### config.mk
export PLATFORM = sky130hd
export DESIGN_NAME = gpbm_queue
export DESIGN_NICKNAME = d
export VERILOG_FILES = /design/src/sv/gpbm_pkg.sv /design/src/sv/gpbm_queue.sv
export SDC_FILE = /design/constraint.sdc
export NUM_CORES = 1
export LEC_CHECK = 0
export ABC_CLOCK_PERIOD_IN_PS = 3300
export BUFFER_PORTS_ARGS = -buffer_cell sky130_fd_sc_hd__buf_2
export CORE_ASPECT_RATIO = 0.8
export CORE_UTILIZATION = 36
export DETAILED_ROUTE_END_ITERATION = 10
export GPL_ROUTABILITY_DRIVEN = 0
export GPL_TIMING_DRIVEN = 0
export SYNTH_ARGS = -nofsm -noshare
export SYNTH_HDL_FRONTEND = slang
export SYNTH_SLANG_ARGS = --single-unit
### constraint.sdc
create_clock -name clk -period 3.3 [get_ports clk]
set_input_delay 0.33 -clock clk [delete_from_list [all_inputs] [get_ports clk]]
set_output_delay 0.33 -clock clk [all_outputs]
set_load 0.005 [all_outputs]
### src/sv/gpbm_pkg.sv
`timescale 1ns / 1ps
package gpbm_pkg;

  localparam int MAX_CONTIGS = 1024;
  localparam int ADDR_W      = $clog2(MAX_CONTIGS);
  localparam int CNT_W       = $clog2(MAX_CONTIGS + 1);

  localparam int BUCKET_W   = 16;
  localparam int SIZE_W     = 40;
  localparam int LARGE_W    = 16;
  localparam int LEN_W      = 32;
  localparam int IDX_W      = 11;
  localparam int POS_W      = 31;
  localparam int TOTAL_W    = 40;
  localparam int ACC_W      = TOTAL_W + 1;
  localparam int HALF_W     = SIZE_W / 2;
  localparam int PART_W     = LARGE_W + HALF_W;
  localparam int LIMIT_W    = LARGE_W + SIZE_W;
  localparam int CFG_DATA_W = 40;
  localparam int CFG_IDX_W  = 3;

  localparam int Q_DEPTH = 2;
  localparam int Q_PTR_W = $clog2(Q_DEPTH);
  localparam int Q_CNT_W = $clog2(Q_DEPTH + 1);

  localparam logic [BUCKET_W-1:0] BUCKET_MAX   = '1;
  localparam logic [TOTAL_W-1:0]  TOTAL_MAX    = '1;
  localparam logic [IDX_W-1:0]    UNMAPPED_IDX = '1;

  typedef enum logic [CFG_IDX_W-1:0] {
    REG_BUCKET_COUNT    = 3'd0,
    REG_BUCKET_SIZE     = 3'd1,
    REG_FULL_BUCKETS    = 3'd2,
    REG_DROP_DUPLICATES = 3'd3
  } cfg_reg_t;

  typedef enum logic {
    OP_LOAD = 1'b0,
    OP_READ = 1'b1
  } op_t;

  typedef struct packed {
    logic [BUCKET_W-1:0] bucket_count;
    logic [SIZE_W-1:0]   bucket_size;
    logic [LARGE_W-1:0]  full_buckets;
    logic                drop_duplicates;
  } cfg_t;

  typedef struct packed {
    logic [ACC_W-1:0] acc;
    logic             special;
    logic             bad;
    logic             keep;
  } q_entry_t;

  typedef struct packed {
    logic full;
    logic empty;
  } q_stat_t;

  typedef enum logic {
    F_IDLE,
    F_LOOK
  } front_state_t;

  typedef enum logic [2:0] {
    B_IDLE,
    B_MUL0,
    B_MUL1,
    B_SEL,
    B_CMP,
    B_DIV,
    B_FIN,
    B_DONE
  } back_state_t;

endpackage

### src/sv/gpbm_queue.sv
`timescale 1ns / 1ps
module gpbm_queue (
  input  logic               clk,
  input  logic               rst,
  input  logic               push,
  input  gpbm_pkg::q_entry_t push_data,
  input  logic               pop,
  output gpbm_pkg::q_entry_t head,
  output gpbm_pkg::q_stat_t  q_stat
);

  gpbm_pkg::q_entry_t            slots [gpbm_pkg::Q_DEPTH];
  logic [gpbm_pkg::Q_PTR_W-1:0]  wptr;
  logic [gpbm_pkg::Q_PTR_W-1:0]  rptr;
  logic [gpbm_pkg::Q_CNT_W-1:0]  fill;

  assign q_stat.full  = fill == gpbm_pkg::Q_CNT_W'(gpbm_pkg::Q_DEPTH);
  assign q_stat.empty = fill == '0;
  assign head         = slots[rptr];

  always_ff @(posedge clk) begin
    if (rst) begin
      wptr <= '0;
      rptr <= '0;
      fill <= '0;
    end else begin
      if (push) begin
        wptr <= (wptr == gpbm_pkg::Q_PTR_W'(gpbm_pkg::Q_DEPTH - 1)) ? '0 : wptr + 1'b1;
      end
      if (pop) begin
        rptr <= (rptr == gpbm_pkg::Q_PTR_W'(gpbm_pkg::Q_DEPTH - 1)) ? '0 : rptr + 1'b1;
      end
      if (push && !pop) begin
        fill <= fill + 1'b1;
      end else if (pop && !push) begin
        fill <= fill - 1'b1;
      end
    end
  end

  always_ff @(posedge clk) begin
    if (push) begin
      slots[wptr] <= push_data;
    end
  end

endmodule

==> flow_summary.yaml <==
outcome:
  status: "finished clean"
clock_tree:
  cts_resized: 0
  cts_tree: "yes"
  cts_buffers: 9
  ctsHoldBuffers: 0
  h-tree-depth: 3
  cts.path.max_buffers: 2
  post-cts-setup-buffers: 0
  clk_latency_ns: 0.32
  path_clk_slew_ns: 0.06
  cts_sinks: 93
  cts_root_buf: "clkbuf_16"
flow_run:
  drv_cap: 0
place:
  placed_area_um2: 4040
  dpl.hpwl_um: 3820
  place.port_buffers: 93
  dp_cells: 369
  pre_cts_ws_ns: 1.66
die:
  rows: 31
  die_x_um: 110
  initial_utilization: 0.372
  core_area_um2: 9080
  io_pins: 94
  fp.dieH_um: 88.7
  dieArea_um2: 9780
grt:
  antenna_found_initial: 0
  track_usage: 0.120
  grt_max_degree: 28
  grt_pass1_vias: 1715
  grt_pass1_wl_um: 8350
  overflow: 0
final_layout:
  drive_gt1_frac: 0.604
  n_fill_cell: 786
  diodes: 0
  final_nets: 314
  instances_no_fill: 385
  synthToLayoutAreaGrowth_pct: 28.7
  design_area_um2: 4350
timing:
  max_freq_mhz: 536
  setup_violations: 0
  drv_slew: 0
  fin_skew_ns: 0.00398
  max-slew-margin-rel: 0.605
  finalCritPeriodShare: 0.566
  fin_tns_setup_ns: 0
  rsz0062_at_grt: "no"
  max_slew.worst_pin.slew_ns: 0.592
  worst_slack_ns: 1.43
  period_needed_ns: 1.87
  hold_viol: 0
detailed_routing:
  wl_um: 5650
  dr.pass1.iters: 4
  route.vias.total: 1739
  drt_iter0_drc: 35
  wl_per_cell_um: 14.7
  remaining_drc_errors: 0
  routed_via_density: 4.52
  antenna_left: 0
critical_path:
  path_class: "register to primary output"
  ff2ff_path_depth: 2
  end_kind: "primary output"
  cp.arrival_ns: 1.54
  crit_fanout: 10
  required_ns: 2.97
  worst_setup_path_start_kind: "register"
power_and_ir_drop:
  power_density_nw_per_um2: 620
  vdd.ir_drop.worst_mv: 0.261
  p_leak_nw: 1.65
synthesis:
  ys_seq_area_frac: 0.811
  syn_inst: 159
  synth_area_per_cell_um2: 21.3
  ys_seq_elements: 93
  syn_nets: 208
  ys_warn_count: 0
  synth_cell_types: 16
  syn-cell-area_um2: 3380
hold_path:
  whs_path_depth: 1
  hold_class: "primary input to register"
[Yosys cell counts]
library cell,n,area share
mux2_2,44,0.15
buf_4,4,0.0089
dfxtp_1,5,0.030
xnor2_1,2,0.0052
ha_1,1,0.0037
and2b_2,1,0.0026
edfxtp_1,88,0.78
and2_1,1,0.0019
or3_1,1,0.0019
inv_1,1,0.0011
nor2b_1,1,0.0019
nor2_1,5,0.0056
xor2_1,2,0.0052
a21oi_1,1,0.0015
buf_2,1,0.0015
o21ai_0,1,0.0015
[per-stage QoR]
stage               hold WS (ns)  utilization  total power (W)
floorplan                  0.399            -          0.00156
finish                     0.189        0.479          0.00270
CTS                        0.176        0.479          0.00274
detailed placement         0.501        0.445          0.00170
global route               0.171        0.479          0.00281
global placement           0.492        0.440          0.00168
[sequential cells by signal, indices dropped and copies added, names as in the netlist, named ones only]
register and cells:
rptr 1, slots 88, fill 2, wptr 1
[layer usage]
layer  vias to the layer above  GRT usage  routed length [µm]
li1                        828          -                   -
met1                       846      0.141                2440
met2                        58      0.199                2730
met3                         7     0.0501                 426
met4                         0     0.0395                  53
met5                         -          0                   0
[final timing paths]
path	start	to	slack, ns
max	register	head[27]	1.43
max reg2reg	wptr$_SDFFE_PP0P_	slots[1][42]$_DFFE_PP_	1.82
min	push_data[18]	slots[1][18]$_DFFE_PP_	0.19
min reg2reg	fill[1]$_SDFFE_PP0P_	fill[1]$_SDFFE_PP0P_	0.51
[placed cells by master (no fill, tap or decap)]
master      count
clkinv_2        1
nor2_1          5
nor2b_4         1
mux2_2         44
or3_1           1
a21oi_1         1
clkinvlp_4      2
clkinv_4        1
buf_4           4
clkbuf_16       9
and2b_2         1
buf_12          2
ha_1            1
dfxtp_1         5
xnor2_1         2
clkbuf_8        2
o21ai_0         1
xor2_1          2
inv_1           1
buf_2          94
bufinv_16       1
edfxtp_1       88
and2_2          1
[area by class of cell]
class                      instances  area (µm²)  share of cell area
timing repair buffer              95         505               0.116
inverter                           1        3.75            0.000863
tap                              115         144              0.0331
buffer                             5        35.0             0.00805
sequential                        93        2740               0.630
clock buffer                      11         253              0.0581
multi-input combinational         60         608               0.140
clock inverter                     5        58.8              0.0135
[worst max-delay path, stage by stage (launching register included)]
cell and delay, ns:
dfxtp_1 0.30, buf_2 0.20, buf_4 0.23, mux2_2 0.35, buf_2 0.13
[logic make-up (layout without fill, tap and decap cells)]
family                     Yosys count  after routing  share of synthesized area
DFF                                 93             93                      0.811
muxes                               44             44                      0.147
and+or+nand+nor                      9              9                     0.0137
buffers and inverters                6            117                     0.0115
xor gates and xnor gates             4              4                     0.0104
AOI/OAI and AO/OA                    2              2                    0.00296
adders and majority gates            1              1                    0.00370
[power breakdown]
part	switching, W	internal, W	leakage, nW	total, W
sequential	0.0000189	0.00137	0.868	0.00139
clock	0.000407	0.000628	0.148	0.00104
combinational	0.000125	0.000144	0.632	0.000268
(Power assumes the default switching activity.)
