File: src/sv/gpbm_pkg.sv
`timescale 1ns / 1ps
package gpbm_pkg;

  localparam int MAX_CONTIGS = 1024;
  localparam int ADDR_W      = $clog2(MAX_CONTIGS);
  localparam int CNT_W       = $clog2(MAX_CONTIGS + 1);

  localparam int BUCKET_W   = 16;
  localparam int SIZE_W     = 40;
  localparam int LARGE_W    = 16;
  localparam int LEN_W      = 32;
  localparam int IDX_W      = 11;
  localparam int POS_W      = 31;
  localparam int TOTAL_W    = 40;
  localparam int ACC_W      = TOTAL_W + 1;
  localparam int HALF_W     = SIZE_W / 2;
  localparam int PART_W     = LARGE_W + HALF_W;
  localparam int LIMIT_W    = LARGE_W + SIZE_W;
  localparam int CFG_DATA_W = 40;
  localparam int CFG_IDX_W  = 3;

  localparam int Q_DEPTH = 2;
  localparam int Q_PTR_W = $clog2(Q_DEPTH);
  localparam int Q_CNT_W = $clog2(Q_DEPTH + 1);

  localparam logic [BUCKET_W-1:0] BUCKET_MAX   = '1;
  localparam logic [TOTAL_W-1:0]  TOTAL_MAX    = '1;
  localparam logic [IDX_W-1:0]    UNMAPPED_IDX = '1;

  typedef enum logic [CFG_IDX_W-1:0] {
    REG_BUCKET_COUNT    = 3'd0,
    REG_BUCKET_SIZE     = 3'd1,
    REG_FULL_BUCKETS    = 3'd2,
    REG_DROP_DUPLICATES = 3'd3
  } cfg_reg_t;

  typedef enum logic {
    OP_LOAD = 1'b0,
    OP_READ = 1'b1
  } op_t;

  typedef struct packed {
    logic [BUCKET_W-1:0] bucket_count;
    logic [SIZE_W-1:0]   bucket_size;
    logic [LARGE_W-1:0]  full_buckets;
    logic                drop_duplicates;
  } cfg_t;

  typedef struct packed {
    logic [ACC_W-1:0] acc;
    logic             special;
    logic             bad;
    logic             keep;
  } q_entry_t;

  typedef struct packed {
    logic full;
    logic empty;
  } q_stat_t;

  typedef enum logic {
    F_IDLE,
    F_LOOK
  } front_state_t;

  typedef enum logic [2:0] {
    B_IDLE,
    B_MUL0,
    B_MUL1,
    B_SEL,
    B_CMP,
    B_DIV,
    B_FIN,
    B_DONE
  } back_state_t;

endpackage

File: src/sv/gpbm_if.sv


interface gpbm_out_if;
  logic                          valid;
  logic                          ready;
  logic [gpbm_pkg::BUCKET_W-1:0] bucket;
  logic                          keep;
  logic                          bad_contig;

  modport source (output valid, bucket, keep, bad_contig, input ready);
  modport sink (input valid, bucket, keep, bad_contig, output ready);
endinterface

File: src/sv/gpbm_back.sv
`timescale 1ns / 1ps
module gpbm_back (
  input  logic               clk,
  input  logic               rst,
  input  gpbm_pkg::cfg_t     cfg,
  input  gpbm_pkg::q_entry_t head,
  input  gpbm_pkg::q_stat_t  q_stat,
  output logic               pop,
  gpbm_out_if.source         out_ch
);

  localparam int DIV_CNT_W = $clog2(gpbm_pkg::ACC_W);

  gpbm_pkg::back_state_t st, st_next;

  logic [gpbm_pkg::ACC_W-1:0]    acc;
  logic                          bad_r;
  logic                          keep_r;
  logic [gpbm_pkg::SIZE_W-1:0]   size;
  logic [gpbm_pkg::PART_W-1:0]   p_lo;
  logic [gpbm_pkg::PART_W-1:0]   p_hi;
  logic [gpbm_pkg::LIMIT_W-1:0]  limit;
  logic [gpbm_pkg::SIZE_W-1:0]   rem;
  logic [gpbm_pkg::ACC_W-1:0]    quo;
  logic [gpbm_pkg::SIZE_W-1:0]   dvs;
  logic                          add_lb;
  logic [DIV_CNT_W-1:0]          cnt;
  logic [gpbm_pkg::BUCKET_W-1:0] res;

  logic                          out_valid;
  logic [gpbm_pkg::BUCKET_W-1:0] out_bucket;
  logic                          out_keep;
  logic                          out_bad;

  logic                          load_out;
  logic                          beyond;
  logic                          size_one;
  logic [gpbm_pkg::ACC_W-1:0]    trial;
  logic                          ge;
  logic [gpbm_pkg::ACC_W:0]      fin_sum;

  assign beyond   = gpbm_pkg::LIMIT_W'(acc) > limit;
  assign size_one = size == gpbm_pkg::SIZE_W'(1);
  assign trial    = {rem, quo[gpbm_pkg::ACC_W-1]};
  assign ge       = trial >= {1'b0, dvs};
  assign fin_sum  = add_lb ? ((gpbm_pkg::ACC_W + 1)'(cfg.full_buckets) + {1'b0, quo})
                           : {1'b0, quo};

  always_comb begin
    st_next = st;
    unique case (st)
      gpbm_pkg::B_IDLE: begin
        if (!q_stat.empty) begin
          st_next = head.special ? gpbm_pkg::B_DONE : gpbm_pkg::B_MUL0;
        end
      end
      gpbm_pkg::B_MUL0: st_next = gpbm_pkg::B_MUL1;
      gpbm_pkg::B_MUL1: st_next = gpbm_pkg::B_SEL;
      gpbm_pkg::B_SEL:  st_next = gpbm_pkg::B_CMP;
      gpbm_pkg::B_CMP:  st_next = (beyond && size_one) ? gpbm_pkg::B_DONE : gpbm_pkg::B_DIV;
      gpbm_pkg::B_DIV: begin
        if (cnt == '0) begin
          st_next = gpbm_pkg::B_FIN;
        end
      end
      gpbm_pkg::B_FIN: st_next = gpbm_pkg::B_DONE;
      gpbm_pkg::B_DONE: begin
        if (!out_valid || out_ch.ready) begin
          st_next = gpbm_pkg::B_IDLE;
        end
      end
      default: st_next = gpbm_pkg::B_IDLE;
    endcase
  end

  always_comb begin
    pop      = 1'b0;
    load_out = 1'b0;
    unique case (st)
      gpbm_pkg::B_IDLE: pop = !q_stat.empty;
      gpbm_pkg::B_DONE: load_out = !out_valid || out_ch.ready;
      default: begin
        pop      = 1'b0;
        load_out = 1'b0;
      end
    endcase
  end

  always_ff @(posedge clk) begin
    if (rst) begin
      st <= gpbm_pkg::B_IDLE;
    end else begin
      st <= st_next;
    end
  end

  always_ff @(posedge clk) begin
    case (st)
      gpbm_pkg::B_IDLE: begin
        if (!q_stat.empty) begin
          acc    <= head.acc;
          bad_r  <= head.bad;
          keep_r <= head.keep;
          size   <= (cfg.bucket_size == '0) ? gpbm_pkg::SIZE_W'(1) : cfg.bucket_size;
          res    <= cfg.bucket_count;
        end
      end
      gpbm_pkg::B_MUL0: begin
        p_lo <= gpbm_pkg::PART_W'(cfg.full_buckets) *
                gpbm_pkg::PART_W'(size[gpbm_pkg::HALF_W-1:0]);
      end
      gpbm_pkg::B_MUL1: begin
        p_hi <= gpbm_pkg::PART_W'(cfg.full_buckets) *
                gpbm_pkg::PART_W'(size[gpbm_pkg::SIZE_W-1:gpbm_pkg::HALF_W]);
      end
      gpbm_pkg::B_SEL: begin
        limit <= gpbm_pkg::LIMIT_W'(p_lo) + {p_hi, {gpbm_pkg::HALF_W{1'b0}}};
      end
      gpbm_pkg::B_CMP: begin
        rem <= '0;
        cnt <= DIV_CNT_W'(gpbm_pkg::ACC_W - 1);
        res <= cfg.full_buckets;
        if (beyond) begin
          quo    <= acc - limit[gpbm_pkg::ACC_W-1:0];
          dvs    <= size - 1'b1;
          add_lb <= 1'b1;
        end else begin
          quo    <= acc;
          dvs    <= size;
          add_lb <= 1'b0;
        end
      end
      gpbm_pkg::B_DIV: begin
        rem <= ge ? gpbm_pkg::SIZE_W'(trial - {1'b0, dvs}) : trial[gpbm_pkg::SIZE_W-1:0];
        quo <= {quo[gpbm_pkg::ACC_W-2:0], ge};
        cnt <= cnt - 1'b1;
      end
      gpbm_pkg::B_FIN: begin
        res <= (fin_sum > (gpbm_pkg::ACC_W + 1)'(gpbm_pkg::BUCKET_MAX))
               ? gpbm_pkg::BUCKET_MAX : fin_sum[gpbm_pkg::BUCKET_W-1:0];
      end
      default: begin
      end
    endcase
  end

  always_ff @(posedge clk) begin
    if (rst) begin
      out_valid <= 1'b0;
    end else if (load_out) begin
      out_valid <= 1'b1;
    end else if (out_ch.ready) begin
      out_valid <= 1'b0;
    end
  end

  always_ff @(posedge clk) begin
    if (load_out) begin
      out_bucket <= res;
      out_keep   <= keep_r;
      out_bad    <= bad_r;
    end
  end

  assign out_ch.valid      = out_valid;
  assign out_ch.bucket     = out_bucket;
  assign out_ch.keep       = out_keep;
  assign out_ch.bad_contig = out_bad;

endmodule

File: src/flat_wrapper.sv
// flat-port wrapper written by rule: the top's interface ports become plain ports
module gpbm_back_flat 
  (clk, rst, cfg, head, q_stat, pop, out_ch_valid, out_ch_bucket, out_ch_keep, out_ch_bad_contig, out_ch_ready);
  gpbm_out_if out_ch_i ();
  input  logic clk;
  input  logic rst;
  input  gpbm_pkg::cfg_t cfg;
  input  gpbm_pkg::q_entry_t head;
  input  gpbm_pkg::q_stat_t q_stat;
  output logic pop;
  output wire logic [$bits(out_ch_i.valid)-1:0] out_ch_valid;
  output wire logic [$bits(out_ch_i.bucket)-1:0] out_ch_bucket;
  output wire logic [$bits(out_ch_i.keep)-1:0] out_ch_keep;
  output wire logic [$bits(out_ch_i.bad_contig)-1:0] out_ch_bad_contig;
  input wire logic [$bits(out_ch_i.ready)-1:0] out_ch_ready;
  assign out_ch_valid = out_ch_i.valid;
  assign out_ch_bucket = out_ch_i.bucket;
  assign out_ch_keep = out_ch_i.keep;
  assign out_ch_bad_contig = out_ch_i.bad_contig;
  assign out_ch_i.ready = out_ch_ready;
  gpbm_back u_core (.clk(clk), .rst(rst), .cfg(cfg), .head(head), .q_stat(q_stat), .pop(pop), .out_ch(out_ch_i));
endmodule
File: config.mk
export PLATFORM = sky130hd
export DESIGN_NAME = gpbm_back_flat
export DESIGN_NICKNAME = d
export VERILOG_FILES = /design/src/sv/gpbm_pkg.sv /design/src/sv/gpbm_if.sv /design/src/sv/gpbm_back.sv /design/src/flat_wrapper.sv
export SDC_FILE = /design/constraint.sdc
export NUM_CORES = 2
export LEC_CHECK = 0
export ABC_CLOCK_PERIOD_IN_PS = 13000
export BUFFER_PORTS_ARGS = -buffer_cell sky130_fd_sc_hd__buf_2
export CORE_UTILIZATION = 55
export CTS_BUF_LIST = sky130_fd_sc_hd__clkbuf_2
export CTS_CLUSTER_DIAMETER = 50
export DETAILED_ROUTE_END_ITERATION = 7
export PLACE_DENSITY = 0.74
export REMOVE_ABC_BUFFERS = 1
export SKIP_LAST_GASP = 1
export SYNTH_ARGS = -nofsm -noshare
export SYNTH_HDL_FRONTEND = slang
export SYNTH_SLANG_ARGS = --single-unit
File: constraint.sdc
create_clock -name clk -period 13 [get_ports clk]
set_clock_uncertainty 0.15 [all_clocks]
set_input_delay 1.3 -clock clk [delete_from_list [all_inputs] [get_ports clk]]
set_output_delay 1.3 -clock clk [all_outputs]
set_load 0.02 [all_outputs]
==> summary.md <==
| Metric | Value |
|---|---|
| Slowest cell on the critical path | `edfxtp_1` |
| Die Ht | `278.6 um` |
| Largest net degree at the start of global routing | `104` |
| Met2 Usage GRT | `46.59%` |
| Critical Path End Type | `flip-flop` |
| Syn_area_per_cell | `9.443 um^2` |
| CP startpoint | `u_core.size[26]` |
| CP max FO | `18` |
| Placed instance count | `5373` |
| Final setup viols | `0` |
| Critical Path AT | `9.01 ns` |
| Met1 usage | `34.19%` |
| Residual antenna-violating net count after detailed routing | `0` |
| Fin. max-slew vios | `0` |
| Status | `finished clean` |
| DRC Markers | `0` |
| Die Area | `0.07762 mm^2` |
| Number of synthesized register bits | `377` |
| DR pass1 iterations | `6` |
| PortBufs | `139` |
| Buf/Inv on CP | `5` |
| Commonest cells in the netlist | `706 x inv_1, 585 x nand2_1, 504 x fa_1` |
| Resize count post-CTS | `0` |
| Dpl hpwl | `75810 um` |
| Bufs on Longest Clock Path | `3` |
| Post-CTS Setup Bufs | `0` |
| Core Box Area | `0.07582 mm^2` |
| Root Buffer | `clkbuf_2` |
| Internal reg-to-reg setup slack | `4.70 ns` |
| Top cells by area, synth | `edfxtp_1 27%, fa_1 24%, ha_1 9.9%` |
| Most Crowded Layer GR | `met2` |
| Met3 Track Usage GR | `5.675%` |
| Dpl ws | `3.822 ns` |
| Hold Path Sink | `u_core.acc[15]` |
| Global route overflow | `0` |
| Post-layout min period | `8.297 ns` |
| FF-to-FF path depth | `24` |
| H-tree depth | `3` |
| Hold WC Path Type | `in -> reg` |
| Slew HR | `20.36%` |
| Crit path max-delay family | `adder cells` |
| Part of the Yosys area used for sequential elements | `26.81%` |
| WP data required | `13.72 ns` |
| Number of global-route vias before repair | `32320` |
| Critical path type | `reg -> reg` |
| CTS tree | `built` |
| Fin nets | `5467` |
| Tcrit/Tclk final | `63.82%` |
| Final cell count without fillers | `5562` |
| Synth warn | `0` |
| Overall Global Routing Usage | `27.38%` |
| Post-synth EDFFs | `373` |
| Cell with the most instances after synthesis | `inv_1` |
| Hold slack | `0.09142 ns` |
| Initial DRC count | `2180` |
| Routed length per instance | `18.58 um` |
| Most used cell, CP | `fa_1` |
| Worst-Margin Slew | `1.184 ns` |
| Post-Synthesis Cell Area | `0.04208 mm^2` |
| Ratio of cells with drive above 1 in the final layout | `8.255%` |
| Worst hold stages | `1` |
| Worst setup margin | `4.703 ns` |
| First-pass GRT wire length | `167500 um` |
| Async set-reset flop share out of synthesis | `0%` |
| CP Cell Sequence | `nand2_1, fa_1, inv_1, fa_1, inv_1, fa_1, inv_1, fa_1, fa_1, inv_1, fa_1, inv_1, ha_1, a21oi_1, and3_1, a22oi_1, a2111oi_0, a21oi_1, a21oi_1, a21oi_1, and4_1, a2111oi_0, a21oi_1, xnor2_1` |
| CTS Buf Count | `100` |
| Largest area contributor in the netlist | `edfxtp_1` |
| Crit path launch type | `flip-flop` |
| Clock sink count | `377` |
| RSZ-0062 raised after global routing | `no` |
| Filler cells | `6532` |
| Gp weighted congestion | `0.9009` |
| Distinct cells, synth | `76` |
| Vias/cell | `5.685` |
| Vias | `31620` |
| Clock Pin Slew Worst Setup and Hold Paths | `0.11 ns` |
| Max Cap Viol | `0` |
| IO Pins | `142` |
| Area grow syn2layout | `5.789%` |
| Starting Density | `55.50%` |
| Dominant synthesized flop cell | `edfxtp_1` |
| Syn Inst Count | `4456` |
| Num rows | `101` |
| Post-synth top area share | `26.62%` |
| Die width | `278.6 um` |
| Worst-Skew Late Latency | `1.23 ns` |
| Final hold vios | `0` |
| Setup_tns | `0 ns` |
| Initial antenna violation count | `4` |
| Max Clk Rate | `0.1205 GHz` |
| Reg2reg end | `u_core.p_hi[35]` |
| Worst hold start | `head[18]` |
| Worst path max stage delay | `1.05 ns` |
| Drt total wl | `103400 um` |
| Reg-to-Reg Start | `u_core.size[26]` |
==> timing repair <==
item                                   CTS  global route
endpoints found under the hold margin   11             0
setup endpoints to repair                0             0
hold buffers                            11             0
==> routing by layer <==
layer  vias up  part of all wire, %
met5         -                0.029
met1     15630                   40
met4         6                  3.6
met3       253                  7.4
met2      1125                   49
li1      14600                    -
==> kinds of logic after synthesis <==
| group | Yosys count | share of synthesized area [%] |
|---|---|---|
| AO/OA/AOI/OAI | 666 | 9.857 |
| XOR/XNOR | 221 | 4.600 |
| adder cells (fa/ha/maj) | 837 | 33.88 |
| buffers and inverters | 953 | 8.507 |
| flip-flops | 377 | 26.81 |
| multiplexers | 13 | 0.3092 |
| AND/OR/NAND/NOR | 1389 | 16.04 |
==> metrics by stage <==
| step | area (um^2) | util [%] |
|---|---|---|
| 2_1_floorplan | 41150 | - |
| 3_3_place_gp | 43470 | 57.33 |
| 3_5_place_dp | 43470 | 57.33 |
| 4_1_cts | 44500 | 58.69 |
| 5_1_grt | 44520 | 58.71 |
| 6_report | 44520 | 58.71 |
==> final cells by class <==
type | instances | area [um^2] | area share (%)
multi-input cells | 3126 | 27270 | 61.26
flip-flops and latches | 377 | 11280 | 25.34
inverters | 707 | 2654 | 5.962
well taps | 978 | 1224 | 2.749
repair buffers | 196 | 1151 | 2.586
clock buffers | 144 | 720.7 | 1.619
clock inverters | 29 | 201.4 | 0.4525
diodes | 5 | 12.51 | 0.02811
==> worst max path at each step <==
stage,end,slack [ns],cells past startpoint
after floorplan,pop,1.88,1
after global placement,u_core.p_hi[35],3.97,24
after detailed placement,u_core.p_hi[35],3.82,24
after CTS,u_core.p_hi[35],4.82,24
after global routing,u_core.p_hi[35],4.30,24
final,u_core.p_hi[35],4.70,24
==> state kept, by name, indices dropped and copies added (netlist names) <==
| register | count |
|---|---|
| u_core.p_hi | 36 |
| u_core.p_lo | 36 |
| u_core.res | 16 |
| u_core.bad_r | 1 |
| u_core.out_ch.bad_contig | 1 |
| u_core.dvs | 40 |
| u_core.size | 40 |
| u_core.out_ch.valid | 1 |
| u_core.out_ch.keep | 1 |
| u_core.cnt | 6 |
| u_core.limit | 56 |
| u_core.rem | 40 |
| u_core.acc | 41 |
| u_core.st | 3 |
| u_core.quo | 41 |
| u_core.add_lb | 1 |
| u_core.out_ch.bucket | 16 |
| u_core.keep_r | 1 |
==> cell usage in the layout (no fill, tap or decap), types with 13 or more instances in the layout <==
cell / instances
o21a_1: 35
a31oi_1: 49
edfxtp_1: 373
buf_4: 46
nor2b_1: 25
ha_1: 333
buf_2: 139
a211oi_1: 25
o21bai_1: 16
fa_1: 504
a21oi_1: 230
or3_1: 15
nor3_1: 38
nor4_1: 22
clkbuf_2: 144
xnor2_1: 137
a21o_1: 99
nand2_1: 584
nor2_1: 189
mux2i_1: 13
o211ai_1: 16
and2_1: 309
clkinv_1: 17
inv_1: 706
nand4_1: 31
nand3_1: 61
and3_1: 36
nand2b_1: 23
o21ai_0: 113
xor2_1: 84
Power is left out: the tool's default activity adds up to more than one toggle a clock period on the data nets, which glitch-free logic cannot reach.
